--- src/hdl/oaft_pkg.sv ---
package oaft_pkg;

    localparam int CMD_W  = 2;
    localparam int TS_W   = 32;
    localparam int FIDX_W = 6;
    localparam int CNT_W  = 32;

    typedef enum logic [CMD_W-1:0] {
        CMD_INSERT  = 2'd0,
        CMD_ACCESS  = 2'd1,
        CMD_EXTRACT = 2'd2,
        CMD_NONE    = 2'd3
    } t_cmd;

    localparam int CFG_FORGET = 0;
    localparam int CFG_BASE   = 1;

    localparam logic [CNT_W-1:0] ONE_FIXED = 32'h0001_0000;

    typedef struct packed {
        logic [FIDX_W-1:0] index;
        logic [TS_W-1:0]   value;
        logic              last;
    } t_feat;

    // decay counter by interval with window shift sh
    function automatic logic [CNT_W-1:0] decay(input logic [CNT_W-1:0] ctr,
                                               input logic [TS_W-1:0] ivl,
                                               input logic [6:0] sh);
        logic [TS_W-1:0] q;
        q = (sh >= 7'd32) ? '0 : (ivl >> sh[4:0]);
        return (q >= 32'd32) ? '0 : (ctr >> q[4:0]);
    endfunction

endpackage

--- src/hdl/oaft_out_reg.sv ---
module oaft_out_reg (
    input  logic                i_clk,
    input  logic                i_rst_n,
    input  logic                i_valid,
    input  oaft_pkg::t_feat     i_feat,
    output logic                o_ready,
    output logic                o_valid,
    output oaft_pkg::t_feat     o_feat,
    input  logic                i_ready
);
    logic r_valid;
    oaft_pkg::t_feat r_feat;

    assign o_ready = !r_valid || i_ready;
    assign o_valid = r_valid;
    assign o_feat  = r_feat;

    always_ff @(posedge i_clk) begin
        if (!i_rst_n) begin
            r_valid <= 1'b0;
        end else if (o_ready) begin
            r_valid <= i_valid;
        end
        if (o_ready && i_valid) begin
            r_feat <= i_feat;
        end
    end
endmodule

--- config.mk ---
export PLATFORM = sky130hd
export DESIGN_NAME = oaft_out_reg
export DESIGN_NICKNAME = d
export VERILOG_FILES = /design/src/hdl/oaft_pkg.sv /design/src/hdl/oaft_out_reg.sv
export SDC_FILE = /design/constraint.sdc
export NUM_CORES = 1
export LEC_CHECK = 0
export BUFFER_PORTS_ARGS = -buffer_cell sky130_fd_sc_hd__buf_4
export CORE_MARGIN = 2
export CORE_UTILIZATION = 40
export CTS_CLUSTER_DIAMETER = 80
export DETAILED_ROUTE_END_ITERATION = 12
export HOLD_SLACK_MARGIN = 0.05
export MAX_ROUTING_LAYER = met4
export PLACE_DENSITY = 0.87
export SYNTH_ARGS = -nofsm -noshare
export SYNTH_HDL_FRONTEND = slang
export SYNTH_SLANG_ARGS = --single-unit
--- constraint.sdc ---
create_clock -name i_clk -period 1.5 [get_ports i_clk]
set_input_delay 0.225 -clock i_clk [delete_from_list [all_inputs] [get_ports i_clk]]
set_output_delay 0.225 -clock i_clk [all_outputs]
set_load 0.02 [all_outputs]
==> flow_summary_export.csv <==
group,metric,value,unit
outcome,status,"finished, final reports clean",
detailed_routing,route.vias.total,947,
yosys,synth_edf_count,39,
timing,setup_violations,0,
placement,io_buffers,83,
worst_setup_path,crit_path_start_kind,"register",
worst_setup_path,critPathCaptureType,"output port",
clocking,cts_max_level,2,
power,swShare,24.5,%
power,power.density,958,nW/um2
die,die_area,3530,um2
yosys,ys_ff_latch,40,
global_routing,grt_pass1_wl,4.77,mm
power,pwr-share-seq,58.4,%
placement,gp_congestion,0.682,
layout,layout.nets,218,
yosys,async_reset_ff_share,0,%
power,power,0.00227,W
detailed_routing,wire_per_inst,17.2,um
layout,diodes,0,
timing,maxSlewHeadroom,85.5,%
worst_setup_path,arrival,1.02,ns
power,p_clk_share,24.1,%
clocking,clk_pin_slew_worst_paths,0.12,ns
timing,fin_hold_ws,0.134,ns
yosys,yosysWarnings,0,
detailed_routing,drtIter0Drc,35,
yosys,ys_seq_area_share,96.9,%
clocking,ctsResizeCount,0,
detailed_routing,routed_wl,3.59,mm
die,io_pins,84,
yosys,synthDistinctLibCells,6,
power,combPwrFrac,17.6,%
timing,fin_crit_sh,82.8,%
timing,post-route-min-period,1.24,ns
clocking,root_buffer,"clkbuf_4",
die,core-area,2980,um2
clocking,hold_buffers,29,
clocking,clockBufferDepth,2,
layout,drive_gt1_share,54.0,%
timing,timing.fmax,0.805,GHz
die,die_h,59.4,um
global_routing,antenna_found_initial,0,
die,initial_core_util,41.3,%
layout,syn_to_final_growth,92.8,%
timing,tns,0,ns
flow_run,cap_viol_max_count,0,
die,rows,20,
clocking,cts_made_buffers,5,
worst_setup_path,worst-setup-path-type,"reg -> out",
global_routing,grt_util_all_layers,21.0,%
clocking,tritoncts,"done",
detailed_routing,antenna_left,0,
power,ir_worst_vdd,0.000896,V
yosys,syn-cell-area,1230,um2
worst_setup_path,cp_max_fo,3,
yosys,syn_inst,44,
global_routing,grt_pass1_vias,997,
yosys,synthMostInstantiatedCell,"edfxtp_1",
timing,skew,0.0190,ns
power,p_sw,0.000556,W
placement,placed_area,1920,um2
yosys,synthTopCellsByArea,"edfxtp_1 (95%), dfxtp_1 (1.6%), nand2b_4 (1.1%)",
clocking,insertion_delay,0.36,ns
yosys,syn_area_per_cell,27.9,um2
timing,finalMaxSlewViolations,0,
detailed_routing,vias_per_cell,4.53,
timing,tightest_slew,0.218,ns
detailed_routing,drc,0,
clocking,cts_sinks,40,
clocking,post_cts_buffers,0,
min_path,hp-class,"in -> reg",
power,p_leak,1.01,nW
layout,utilization,79.5,%
timing,rsz0062_at_grt,"false",
global_routing,grt_max_degree,23,
yosys,synth_top_area_cell,"edfxtp_1",
layout,postLayoutCellArea,2370,um2
global_routing,grt_overflow,0,
power,internal-power,0.00171,W
detailed_routing,dr.pass1.iters,4,
yosys,syn_nets,87,
yosys,yosys.area.top_type_share,95.3,%
die,die_w,59.4,um
yosys,ys.flop_type,"edfxtp_1",
worst_setup_path,required,1.27,ns
timing,finalHoldViolCount,0,
## metal layers
layer / wire length (um) / vias to the layer above / track usage [%]
li1: - / 433 / -
met3: 366 / 4 / 9.17
met1: 1300 / 443 / 22.7
met4: 43 / 0 / 6.82
met5: 0 / - / -
met2: 1870 / 67 / 34.5
## registers in the layout, indices dropped and copies added, names as in the netlist
register  count
o_valid       1
o_feat       39
## power groups by stage
| stage | Clock, W | Sequential [W] | Combinational, W |
|---|---|---|---|
| 2_1_floorplan | 0 | 0.00143 | 0.0000284 |
| 3_3_place_gp | 0 | 0.00135 | 0.000301 |
| 3_5_place_dp | 0 | 0.00135 | 0.000310 |
| 4_1_cts | 0.000536 | 0.00132 | 0.000371 |
| 5_1_grt | 0.000603 | 0.00133 | 0.000417 |
| 6_report | 0.000546 | 0.00132 | 0.000398 |
## final timing paths
kind | from | to | slack (ns) | depth (start not counted)
worst max register to register | o_valid | o_feat[2] | 0.30 | 3
worst max-delay path | o_valid | o_ready | 0.26 | 2
worst min register to register | o_valid | o_valid | 0.56 | 2
worst min-delay path | i_valid | o_valid | 0.13 | 3
## layout make-up
cell class	count	area (um2)
clock buffer	6	41.3
inverter	1	3.75
timing repair buffer	124	1040
fill	145	609
clock inverter	2	16.3
multi-input combinational	3	33.8
tap	33	41.3
sequential	40	1190
## cell families (layout without fill, tap and decap cells)
kind of cell | count (synthesis) | count (layout) | synth area share [%]
flops | 40 | 40 | 96.9
simple gates | 2 | 2 | 1.83
compound gates | 1 | 1 | 0.916
buf+inv | 1 | 133 | 0.305
## worst max-delay path: stages (launching register included)
cell      delay [ns]
dfxtp_1         0.42
nand2b_4        0.08
buf_4           0.16
## stage by stage
step | setup slack [ns] | cells
6_report | 0.258 | 209
5_1_grt | 0.224 | 209
4_1_cts | 0.278 | 199
3_5_place_dp | 0.336 | 162
3_3_place_gp | 0.381 | 162
2_1_floorplan | 0.228 | 44
## cells in the final DEF (no fill, tap or decap), drive strengths merged
master / n
buf: 85
dlygate4sd3: 39
edfxtp: 39
clkbuf: 6
nand2b: 1
inv: 1
a21boi: 1
and2: 1
clkinv: 1
clkinvlp: 1
dfxtp: 1
No activity file was read; power rests on OpenSTA's default activity.
